File: config.mk
export PLATFORM = sky130hd
export DESIGN_NAME = flagged_frame_deframer_crc8
export DESIGN_NICKNAME = d
export VERILOG_FILES = /design/src/rtl/core/ffd_crc8_pkg.sv /design/src/rtl/core/flagged_frame_deframer_crc8.sv
export VERILOG_INCLUDE_DIRS = /design/src /design/src/rtl/core
export SDC_FILE = /design/constraint.sdc
export NUM_CORES = 1
export LEC_CHECK = 0
export BUFFER_PORTS_ARGS = -buffer_cell sky130_fd_sc_hd__buf_2
export CAP_MARGIN = 20
export CORE_ASPECT_RATIO = 0.7
export CORE_MARGIN = 1
export CORE_UTILIZATION = 58
export CTS_CLUSTER_DIAMETER = 40
export DETAILED_ROUTE_END_ITERATION = 10
export GPL_ROUTABILITY_DRIVEN = 0
export PLACE_DENSITY = 0.84
export RECOVER_POWER = 50
export SYNTH_ARGS = -nofsm -noshare
export SYNTH_HDL_FRONTEND = slang
export SYNTH_SLANG_ARGS = --single-unit
export TNS_END_PERCENT = 30
File: constraint.sdc
create_clock -name i_clk -period 3.55 [get_ports i_clk]
set_input_delay 0.71 -clock i_clk [delete_from_list [all_inputs] [get_ports i_clk]]
set_output_delay 0.71 -clock i_clk [all_outputs]
set_load 0.01 [all_outputs]
File: src/rtl/core/flagged_frame_deframer_crc8_assert.svh
// Assertion macros for the flagged frame deframer.
`ifndef FLAGGED_FRAME_DEFRAMER_CRC8_ASSERT_SVH
`define FLAGGED_FRAME_DEFRAMER_CRC8_ASSERT_SVH

// Same-cycle implication, checked outside reset.
`define FFD_ASSERT_IMP(label, ante, cons, msg) \
    label: assert property (@(posedge i_clk) disable iff (!i_rst_n) \
        (ante) |-> (cons)) else $error(msg);

// Next-cycle implication, checked outside reset.
`define FFD_ASSERT_NXT(label, ante, cons, msg) \
    label: assert property (@(posedge i_clk) disable iff (!i_rst_n) \
        (ante) |=> (cons)) else $error(msg);

`endif

File: src/rtl/core/ffd_crc8_pkg.sv
// Constants and CRC-8 helper shared by the flagged frame deframer.
`default_nettype none

package ffd_crc8_pkg;

    localparam logic [7:0] SYNC_FIRST  = 8'h55;
    localparam logic [7:0] SYNC_SECOND = 8'hAA;
    localparam logic [7:0] CRC_TAP     = 8'h18;

    localparam int unsigned IN_TDATA_W  = 8;
    localparam int unsigned OUT_TDATA_W = 32;

    typedef logic [7:0] t_byte;

    // Dallas/Maxim CRC-8, one byte, LSB first
    function automatic t_byte crc_add(input t_byte crc_in, input t_byte data_in);
        t_byte c;
        t_byte b;
        logic  fb;
        c = crc_in;
        b = data_in;
        for (int i = 0; i < 8; i++) begin
            fb = c[0] ^ b[0];
            if (fb) begin
                c = c ^ CRC_TAP;
            end
            c = {fb, c[7:1]};
            b = {1'b0, b[7:1]};
        end
        return c;
    endfunction

endpackage

`default_nettype wire

File: src/rtl/core/flagged_frame_deframer_crc8.sv
// Flagged frame deframer with sync pair hunt and Dallas/Maxim CRC-8 check.
// Takes one received byte per transaction and can accept a byte every clock cycle; each
// result appears on the master side in the cycle after its input transaction, held in a
// single output register. The slave side stalls only while that register holds a result
// the master side has not yet taken. o_m_tuser is 0 for a passed-through payload byte and
// 1 for the end-of-frame report carried on the CRC byte.
`default_nettype none

`include "flagged_frame_deframer_crc8_assert.svh"

module flagged_frame_deframer_crc8 (
    input  wire                                     i_clk,
    input  wire                                     i_rst_n,
    input  wire                                     i_s_tvalid,
    output logic                                    o_s_tready,
    input  wire  [ffd_crc8_pkg::IN_TDATA_W-1:0]     i_s_tdata,  // [7:0] rx_byte
    output logic                                    o_m_tvalid,
    input  wire                                     i_m_tready,
    output logic [ffd_crc8_pkg::OUT_TDATA_W-1:0]    o_m_tdata,  // [7:0] payload_byte,
                                                                // [15:8] frame_opcode,
                                                                // [23:16] frame_length,
                                                                // [24] crc_ok, [31:25] zero
    output logic                                    o_m_tuser   // [0] kind
);

    localparam logic [2:0] PH_HUNT1   = 3'd0;
    localparam logic [2:0] PH_HUNT2   = 3'd1;
    localparam logic [2:0] PH_OPCODE  = 3'd2;
    localparam logic [2:0] PH_LENGTH  = 3'd3;
    localparam logic [2:0] PH_PAYLOAD = 3'd4;
    localparam logic [2:0] PH_CRC     = 3'd5;

    logic [2:0] r_phase, n_phase;
    logic [7:0] r_bytes_left, n_bytes_left;
    logic [7:0] r_crc, n_crc;
    logic [7:0] r_opcode, n_opcode;
    logic [7:0] r_length, n_length;

    logic       r_out_valid, n_out_valid;
    logic       r_out_kind, n_out_kind;
    logic [7:0] r_out_pay, n_out_pay;
    logic       r_out_ok, n_out_ok;
    logic [7:0] r_out_opc, n_out_opc;
    logic [7:0] r_out_len, n_out_len;

    logic       w_acc;
    logic       w_emit;
    logic [7:0] w_rx;
    logic [7:0] w_crc_seed;
    logic [7:0] w_crc_upd;

    assign o_s_tready = !r_out_valid || i_m_tready;
    assign w_acc      = i_s_tvalid && o_s_tready;
    assign w_rx       = i_s_tdata;

    // a first flag seen while hunting always restarts the CRC from zero
    assign w_crc_seed = ((r_phase == PH_HUNT1) ||
                         ((r_phase == PH_HUNT2) && (w_rx == ffd_crc8_pkg::SYNC_FIRST)))
                        ? 8'h00 : r_crc;
    assign w_crc_upd  = ffd_crc8_pkg::crc_add(w_crc_seed, w_rx);

    always_comb begin
        n_phase      = r_phase;
        n_bytes_left = r_bytes_left;
        n_crc        = r_crc;
        n_opcode     = r_opcode;
        n_length     = r_length;
        w_emit       = 1'b0;
        n_out_kind   = 1'b0;
        n_out_pay    = 8'h00;
        n_out_ok     = 1'b0;
        unique case (r_phase)
            PH_HUNT1: begin
                if (w_rx == ffd_crc8_pkg::SYNC_FIRST) begin
                    n_crc   = w_crc_upd;
                    n_phase = PH_HUNT2;
                end else begin
                    n_crc = 8'h00;
                end
            end
            PH_HUNT2: begin
                if (w_rx == ffd_crc8_pkg::SYNC_SECOND) begin
                    n_crc   = w_crc_upd;
                    n_phase = PH_OPCODE;
                end else if (w_rx == ffd_crc8_pkg::SYNC_FIRST) begin
                    n_crc = w_crc_upd;
                end else begin
                    n_crc   = 8'h00;
                    n_phase = PH_HUNT1;
                end
            end
            PH_OPCODE: begin
                n_opcode = w_rx;
                n_crc    = w_crc_upd;
                n_phase  = PH_LENGTH;
            end
            PH_LENGTH: begin
                n_length     = w_rx;
                n_bytes_left = w_rx;
                n_crc        = w_crc_upd;
                n_phase      = (w_rx == 8'h00) ? PH_CRC : PH_PAYLOAD;
            end
            PH_PAYLOAD: begin
                n_crc        = w_crc_upd;
                n_bytes_left = r_bytes_left - 8'd1;
                if (r_bytes_left == 8'd1) begin
                    n_phase = PH_CRC;
                end
                w_emit    = 1'b1;
                n_out_pay = w_rx;
            end
            PH_CRC: begin
                w_emit       = 1'b1;
                n_out_kind   = 1'b1;
                n_out_ok     = (w_rx == r_crc);
                n_crc        = 8'h00;
                n_bytes_left = 8'h00;
                n_phase      = PH_HUNT1;
            end
            default: begin
                n_crc        = 8'h00;
                n_bytes_left = 8'h00;
                n_phase      = PH_HUNT1;
            end
        endcase
        n_out_opc = n_opcode;
        n_out_len = n_length;
    end

    always_comb begin
        if (w_acc && w_emit) begin
            n_out_valid = 1'b1;
        end else if (i_m_tready) begin
            n_out_valid = 1'b0;
        end else begin
            n_out_valid = r_out_valid;
        end
    end

    always_ff @(posedge i_clk) begin
        if (!i_rst_n) begin
            r_phase      <= PH_HUNT1;
            r_bytes_left <= 8'h00;
            r_crc        <= 8'h00;
            r_opcode     <= 8'h00;
            r_length     <= 8'h00;
            r_out_valid  <= 1'b0;
        end else begin
            r_out_valid <= n_out_valid;
            if (w_acc) begin
                r_phase      <= n_phase;
                r_bytes_left <= n_bytes_left;
                r_crc        <= n_crc;
                r_opcode     <= n_opcode;
                r_length     <= n_length;
            end
        end
    end

    always_ff @(posedge i_clk) begin
        if (w_acc && w_emit) begin
            r_out_kind <= n_out_kind;
            r_out_pay  <= n_out_pay;
            r_out_ok   <= n_out_ok;
            r_out_opc  <= n_out_opc;
            r_out_len  <= n_out_len;
        end
    end

    assign o_m_tvalid = r_out_valid;
    assign o_m_tuser  = r_out_kind;
    assign o_m_tdata  = {7'b0, r_out_ok, r_out_len, r_out_opc, r_out_pay};

    `FFD_ASSERT_NXT(a_payload_emits, w_acc && (r_phase == PH_PAYLOAD), o_m_tvalid && !o_m_tuser, "payload byte did not produce a kind-0 result")
    `FFD_ASSERT_NXT(a_crc_closes_frame, w_acc && (r_phase == PH_CRC), o_m_tvalid && o_m_tuser && (r_phase == PH_HUNT1) && (r_crc == 8'h00), "CRC byte did not report and return to hunting")
    `FFD_ASSERT_IMP(a_payload_count, r_phase == PH_PAYLOAD, r_bytes_left != 8'h00, "payload phase with no bytes left")

endmodule

`default_nettype wire
Word level (Yosys, flattened, before mapping)
Index checks and enable logic that the tools add are counted.
{"block": "word_totals", "input_bits": 12, "output_inout_bits": 35, "reg_bits": 62}
{"block": "op_classes", "addsub": 1, "eq_ne": 12, "bitwise": 17, "reduce_logical": 14, "muxes": 25}
{"op": "case mux 8 bit (3 select lines)", "count": 2}
{"op": "two-way mux 5 bit", "count": 8}
{"op": "two-way mux 8 bit", "count": 5}
{"op": "inverter 2 bit", "count": 8}
{"op": "case mux 3 bit (5 select lines)", "count": 1}
{"op": "two-way mux 3 bit", "count": 4}
{"op": "equality test 8 x 1 -> 1 bit (second input constant)", "count": 1}
{"op": "equality test 8 x 7 -> 1 bit (second input constant)", "count": 1}
{"op": "equality test 8 bit", "count": 1}
{"op": "equality test 8 bit (second input constant)", "count": 1}
{"op": "logical NOT 8 bit", "count": 1}
{"op": "subtractor 8 x 1 -> 8 bit (second input constant)", "count": 1}
{"op": "bitwise XOR 1 bit", "count": 8}
{"op": "equality test 3 x 2 -> 1 bit (second input constant)", "count": 2}
{"op": "equality test 3 bit (second input constant)", "count": 2}
{"op": "OR reduction 3 bit", "count": 2}
{"op": "two-way mux 1 bit", "count": 5}
{"op": "AND reduction 4 bit", "count": 1}
{"op": "equality test 3 x 1 -> 1 bit (second input constant)", "count": 1}
{"op": "logical AND 1 bit", "count": 3}
{"op": "logical NOT 3 bit", "count": 1}
{"op": "inequality test 3 x 2 -> 1 bit (second input constant)", "count": 1}
{"op": "logical OR 1 bit", "count": 2}
{"op": "inequality test 2 x 1 -> 1 bit (second input constant)", "count": 1}
{"op": "6 further kinds", "count": 6}

Depth between registers and ports, before layout
Gate-level depths: netlist (run 1).
{"block": "depth", "ltp_word": 23, "mapped_depth": 8}

Worst setup path after synthesis (run 1)
OpenSTA, ideal clock, no wires.
{"block": "synth_timing", "kind": "in2reg", "from": "input i_m_tready", "to": "register r_out_kind, in the netlist o_m_tuser (enable)", "arrival_ns": 2.395, "setup_time_ns": 0.409, "cell_stages": 4, "slack_ns": 0.746, "t_required_ns": 3.141, "cell_sequence": "nand2b_1 nand2_1 clkbuf_8 nor2_1"}
{"block": "synth_via", "elab_chain_len": 3}
{"item": "start, declared", "line": "flagged_frame_deframer_crc8.sv:18", "text": "input wire i_m_tready,"}
{"item": "logical OR 1 bit", "line": "flagged_frame_deframer_crc8.sv:52", "text": "assign o_s_tready = !r_out_valid || i_m_tready;"}
{"item": "logical AND 1 bit", "line": "flagged_frame_deframer_crc8.sv:53", "text": "assign w_acc = i_s_tvalid && o_s_tready;"}
{"item": "logical AND 1 bit", "line": "flagged_frame_deframer_crc8.sv:161", "text": "if (w_acc && w_emit) begin"}
{"item": "end signal, assigned", "line": "flagged_frame_deframer_crc8.sv:162", "text": "r_out_kind <= n_out_kind;"}
{"item": "end, declared", "line": "flagged_frame_deframer_crc8.sv:40", "text": "logic r_out_kind, n_out_kind;"}
No other way between the ends.
A chain may end at the register's enable or synchronous reset.

Worst setup path after layout (run 1)
{"block": "layout_timing", "from": "input i_s_tdata[3] in the netlist's numbering", "to": "register r_crc[3]"}
{"block": "layout_via", "elab_chain_len": 19, "word_cells_on_any_way": 26, "cone_classes": "eq/ne: 2; mux: 12; bitwise: 10; reduce/logical: 2"}
{"item": "start, declared", "line": "flagged_frame_deframer_crc8.sv:16", "text": "input wire [ffd_crc8_pkg::IN_TDATA_W-1:0] i_s_tdata,"}
{"item": "equality test 8 x 7 -> 1 bit", "line": "flagged_frame_deframer_crc8.sv:58, flagged_frame_deframer_crc8.sv:74, flagged_frame_deframer_crc8.sv:85"}
{"item": "logical AND 1 bit", "line": "flagged_frame_deframer_crc8.sv:58", "text": "((r_phase == PH_HUNT2) && (w_rx == ffd_crc8_pkg::SYNC_FIRST)))"}
{"item": "logical OR 1 bit", "line": "flagged_frame_deframer_crc8.sv:57", "text": "assign w_crc_seed = ((r_phase == PH_HUNT1) ||"}
{"item": "two-way mux 8 bit", "line": "flagged_frame_deframer_crc8.sv:59", "text": "? 8'h00 : r_crc;"}
{"item": "bitwise XOR 1 bit or inverter 2 bit (tied branches)"}
{"item": "two-way mux 5 bit", "line": "ffd_crc8_pkg.sv:24", "text": "if (fb) begin"}
{"item": "two-way mux 5 bit or inverter 2 bit (tied branches)"}
{"item": "two-way mux 5 bit", "line": "ffd_crc8_pkg.sv:24"}
{"item": "bitwise XOR 1 bit or two-way mux 5 bit (tied branches)", "line": "ffd_crc8_pkg.sv:23, ffd_crc8_pkg.sv:24"}
{"item": "two-way mux 5 bit", "line": "ffd_crc8_pkg.sv:24"}
{"item": "inverter 2 bit (no line) or bitwise XOR 1 bit (tied branches)"}
{"item": "two-way mux 5 bit (3 in a row)", "line": "ffd_crc8_pkg.sv:24"}
{"item": "bitwise XOR 1 bit", "line": "ffd_crc8_pkg.sv:23", "text": "fb = c[0] ^ b[0];"}
{"item": "two-way mux 5 bit", "line": "ffd_crc8_pkg.sv:24"}
{"item": "two-way mux 8 bit", "line": "flagged_frame_deframer_crc8.sv:74, flagged_frame_deframer_crc8.sv:85"}
{"item": "two-way mux 8 bit", "line": "flagged_frame_deframer_crc8.sv:82", "text": "if (w_rx == ffd_crc8_pkg::SYNC_SECOND) begin"}
{"item": "case mux 8 bit (3 select lines) *", "line": "flagged_frame_deframer_crc8.sv:72", "text": "unique case (r_phase)"}
{"item": "end signal, assigned", "line": "flagged_frame_deframer_crc8.sv:153", "text": "r_crc <= n_crc;"}
{"item": "end, declared", "line": "flagged_frame_deframer_crc8.sv:35", "text": "logic [7:0] r_crc, n_crc;"}
Mark *: on every way between the ends. The rest lies on a longest branch, timed or not.

==> reports/metrics.yaml, run 1 <==
status: "finished, final reports clean"
start_kind: "input pin"
cts_tree: "done"
cellPowerDensity_nw_per_um2: 415.7
overflow: 0
wl_per_cell_um: 16.16
first_pass_iters: 4
syn_inst: 358
clock-sinks: 62
setup_violations: 0
fin_nets: 401
rr_startpoint: "r_phase[2]"
die_y_um: 66.64
slew_headroom_pct: 41.65
cts.repair.resized: 0
clk-insertion-delay-late_ns: 0.35
rows: 23
fin_crit_ns: 2.730
num-fill-cells: 498
hold_buffers: 0
ys_seq_area_share_pct: 43.37
vias: 2677
period_share_pct: 76.91
p_leak_uw: 0.001404
port-buffer-count: 39
critical_path_required_ns: 3.80
synth-edff-count: 26
synthXorXnorAreaFrac_pct: 10.63
final_layout_size_suffix_gt1_share_pct: 11.73
synth_top_family_by_area: "simple AND/OR/NAND/NOR gates"
worstMarginPinSlew_ns: 0.8752
postPlaceCellArea_um2: 3577
yosysUniqueCellTypes: 54
crit_type: "in -> reg"
track_usage_pct: 26.61
design_area_um2: 3704
ctsHtreeMaxLevel: 3
io_pins: 47
core_um2: 5727
vias_per_cell: 5.732
clkTransAtPathRegs_ns: 0.08
ant_nets: 0
maxClockFrequency_mhz: 366.3
dieArea_um2: 6287
avgSynthCellArea_um2: 9.671
drv_slew: 0
grt_max_degree: 38
synth_top_area_share_pct: 22.55
worst_ep_arrival_time_ns: 2.98
yosys.cell_count.top_type: "nand2_1"
cp_max_fo: 8
cp-end-kind: "register"
area_delta_synth_final_pct: 6.975
synth_warnings: 0
die_w_um: 94.35
grt_first_pass_wirelength_mm: 12.30
antenna_found_initial: 0
ys.flop_type: "dfxtp_1"
syn_area_um2: 3462
ir_drop_mv: 0.2851
drt_iter0_markers: 257
numCtsBuffers: 9
cts_setup_buffers: 0
startpoint: "i_s_tdata[3]"
cap_violations: 0
clockBufferDepth: 2
synth_common_cells: "nand2_1, dfxtp_1, xnor2_1"
min_from: "r_opcode[7]"
drc: 0
synth_area_leaders: "edfxtp_1, dfxtp_1, xnor2_1"
grt_pass1_vias: 2492
setup-tns-final_ns: 0
finClkSkew_ns: 0.01112
min_path_type: "reg -> reg"
yosys_register_bits: 62
hpwl_mm: 5.272
synthSimpleGateAreaFrac_pct: 20.60
diodes: 0
synth_top_area_cell: "edfxtp_1"
root_buffer: "clkbuf_8"
initial_core_util_pct: 60.45
ys_async_sr_fraction_pct: 0
rsz0062_at_grt: "no"
hold_viol_final: 0
muxShareOfSynthArea_pct: 3.036
synth_compound_area_share_pct: 13.84
wl_mm: 7.548
synth_fa_ha_area_share_pct: 0.7228
## final cells by class
class                   instances  area, um^2  share of cell area, %
flip-flops and latches         62        1501                  40.54
repair buffers                 46       201.4                  5.439
clock buffers                  10       127.6                  3.446
multi-input cells             264        1715                  46.32
inverters                       4       15.01                 0.4054
clock inverters                 6       48.80                  1.318
well taps                      75       93.84                  2.534
## power breakdown
group	switching (uW)	internal [uW]
Combinational	122	92.9
Sequential	18.1	759
Clock	291	256
Total	431	1110
## path summary, 6_finish.rpt
kind                                    end  slack (ns)  cells past startpoint
worst max-delay path               r_crc[3]        0.82                      8
worst min-delay path            r_opcode[7]        0.50                      2
worst max register to register     r_crc[3]        1.00                      6
worst min register to register  r_opcode[7]        0.50                      2
## sequential cells by signal, summed over array words and instances, names as in the netlist
name	count
r_bytes_left	8
r_crc	8
r_length	8
r_opcode	8
r_out_len	8
r_out_opc	8
r_out_pay	8
r_phase	3
o_m_tuser	1
o_m_tvalid	1
r_out_ok	1
## routing by layer
layer,wire length [um],global-route usage [%]
met1,3454,34.27
met2,3362,39.86
met3,646,10.05
met4,84,11.35
met5,0,0
## through the flow
stage               util, %  setup slack, ns  hold WS [ns]  power (uW)  instances
detailed placement    62.46           0.5447        0.4864        1008        451
CTS                   65.55           0.9209        0.5006        1552        467
finish                64.67           0.8197        0.5000        1539        467
floorplan                 -           0.7457        0.4621       978.6        364
global route          64.67           0.7393        0.5236        1602        467
global placement      62.46           0.6209        0.4783        1000        451
## logic make-up after synthesis
family | count (synthesis)
compound gates | 68
xor+xnor | 42
fa+ha+maj | 2
buf+inv | 38
flops | 62
mux | 9
other cells | 1
simple gates | 136
## critical path, stage by stage
cell and delay, ns:
buf_2 0.17, or4_1 0.64, o21ai_4 0.26, nand2_4 0.10, mux2_4 0.34, a2111oi_4 0.49, xor2_1 0.20, o21ai_1 0.07
## placed cells by master (no fill, tap or decap), types with 3 or more instances in the layout
cell type | synthesis | final
o21ai_1 | 4 | 4
and2_1 | 4 | 4
buf_2 | 1 | 11
nor2_1 | 29 | 28
nor4_1 | 5 | 5
edfxtp_1 | 26 | 26
nand2b_1 | 6 | 6
a31oi_1 | 3 | 3
nor3b_1 | 9 | 9
xnor2_1 | 30 | 30
o211a_1 | 8 | 8
a22oi_1 | 7 | 7
a21boi_0 | 5 | 5
clkinvlp_4 | 0 | 3
nand3_1 | 12 | 12
o21ai_0 | 17 | 17
buf_4 | 10 | 4
dfxtp_1 | 36 | 36
xor2_1 | 12 | 12
a21oi_1 | 11 | 11
nor3_1 | 4 | 4
nand2_1 | 38 | 38
nor2b_1 | 7 | 7
conb_1 | 1 | 7
clkbuf_8 | 7 | 9
and3_1 | 7 | 7
inv_1 | 4 | 4
mux2_1 | 0 | 6
clkinv_4 | 0 | 3
nand4_1 | 3 | 3
clkbuf_1 | 14 | 32
(Power assumes the default switching activity.)
==> run 2: changes to the inputs <==
Settings changed: CORE_UTILIZATION 58 to 52, PLACE_DENSITY 0.84 to 0.8.
Clock period 3.55 ns to 2.2 ns, I/O delays scaled along.
==> reports/metrics.yaml, run 2 (synthesis gave the netlist of run 1 again) <==
track_usage_pct: 24.89
overflow: 0
grt_pass1_vias: 2653
maxClockFrequency_mhz: 475.8
hold_buffers: 0
min_path_type: "reg -> reg"
area_delta_synth_final_pct: 13.55
wl_met3_um: 711
wl_mm: 7.990
core_um2: 6336
numCtsBuffers: 9
ctsHtreeMaxLevel: 3
fin_crit_ns: 2.102
final_common_cell: "nand2_1"
first_pass_iters: 5
port-buffer-count: 39
initial_core_util_pct: 54.64
clkTransAtPathRegs_ns: 0.07
crit_type: "in -> reg"
root_buffer: "clkbuf_8"
dieArea_um2: 6994
cts.repair.resized: 0
period_share_pct: 95.54
fin_nets: 429
die_w_um: 99.53
fin_ws_ns: 0.09811
highest_layer: "met4"
p_leak_uw: 0.001545
vias: 2825
cts_tree: "done"
drc: 0
place_ws_ns: -0.3905
wl_per_cell_um: 15.64
status: "finished, final reports clean"
final-seq-area_um2: 1501
drt_iter0_markers: 215
worstMarginPinSlew_ns: 0.6706
met1_length_mm: 3.690
die_y_um: 70.27
io_pins: 47
rows: 24
hold_viol_final: 0
worst_ep_arrival_time_ns: 2.34
finClkSkew_ns: 0.007206
grt_max_degree: 38
ant_nets: 0
cp_max_fo: 6
cap_violations: 0
diodes: 0
critical_path_required_ns: 2.43
drv_slew: 0
hpwl_mm: 5.715
multi_input_area_um2: 1719
num-fill-cells: 529
cellPowerDensity_nw_per_um2: 648.8
grt_first_pass_wirelength_mm: 13.11
clk-insertion-delay-late_ns: 0.35
clockBufferDepth: 2
postPlaceCellArea_um2: 3812
dp_cells: 494
ir_drop_mv: 0.4507
antenna_found_initial: 0
design_area_um2: 3931
cp-end-kind: "register"
layout_common_cells: "nand2_1, dfxtp_1, clkbuf_1"
start_kind: "input pin"
whs_ns: 0.4940
final_cell_count_no_fill: 511
vias_per_cell: 5.528
setup_violations: 0
clock-sinks: 62
slew_headroom_pct: 55.29
dr_wl_met2_mm: 3.454
final_layout_size_suffix_gt1_share_pct: 18.81
==> run 2: cell types whose count changed in the layout (fill, tap and decap cells not counted), moves of 2 or more <==
cell        before  now
mux2_1           6    0
mux2_2           2    8
buf_4            4   30
clkinv_4         3    0
clkbuf_8         9   11
clkinvlp_4       3    1
clkinv_2         0    2
==> run 2: power by group <==
group          internal [uW]  switching [uW]
Sequential              1230            22.2
Combinational            190             217
Clock                    462             433
Total                   1880             672
==> run 2: final cells by class <==
class                      instances  share of cell area [%]
clock buffer                      12                   3.947
clock inverter                     4                  0.5411
inverter                           4                  0.3819
multi-input combinational        264                   43.73
sequential                        62                   38.19
tap                               91                   2.896
timing repair buffer              74                   10.31
==> run 2: path summary, 6_finish.rpt <==
path,start,end,slack [ns],cells after the start
setup / recovery,i_s_tdata[3],r_crc[3],0.1,9
hold / removal,r_bytes_left[2],r_bytes_left[2],0.49,2
setup reg to reg,r_crc[4],r_crc[3],0.13,7
hold reg to reg,r_bytes_left[2],r_bytes_left[2],0.49,2
==> run 2: worst max-delay path: stages <==
cell and delay [ns]:
buf_2 0.11, or4_4 0.55, o21ai_4 0.17, nand2_4 0.09, a31o_2 0.26, a2111oi_4 0.27
buf_4 0.19, xor2_1 0.17, o21ai_1 0.08
==> run 2: layer usage <==
| layer | up-vias | track usage (%) |
|---|---|---|
| li1 | 1347 | - |
| met1 | 1334 | 33.91 |
| met2 | 128 | 35.42 |
| met3 | 16 | 9.910 |
| met4 | 0 | 9.314 |
| met5 | - | 0 |
==> run 2: what timing repair did <==
action                                  in CTS  in global routing
endpoints found under the hold margin        0                  0
setup buffers                                0                  1
endpoints found under the setup margin       1                  4
pin swaps                                    1                  1
==> run 2: stage by stage <==
stage / total power, uW / utilization (%) / TNS (ns)
after global placement: 1658 / 60.17 / -1.190
after CTS: 2569 / 62.95 / 0
final: 2551 / 62.05 / 0
after floorplan: 1579 / - / -1.132
after detailed placement: 1675 / 60.17 / -1.450
after global routing: 2670 / 62.05 / -0.007647
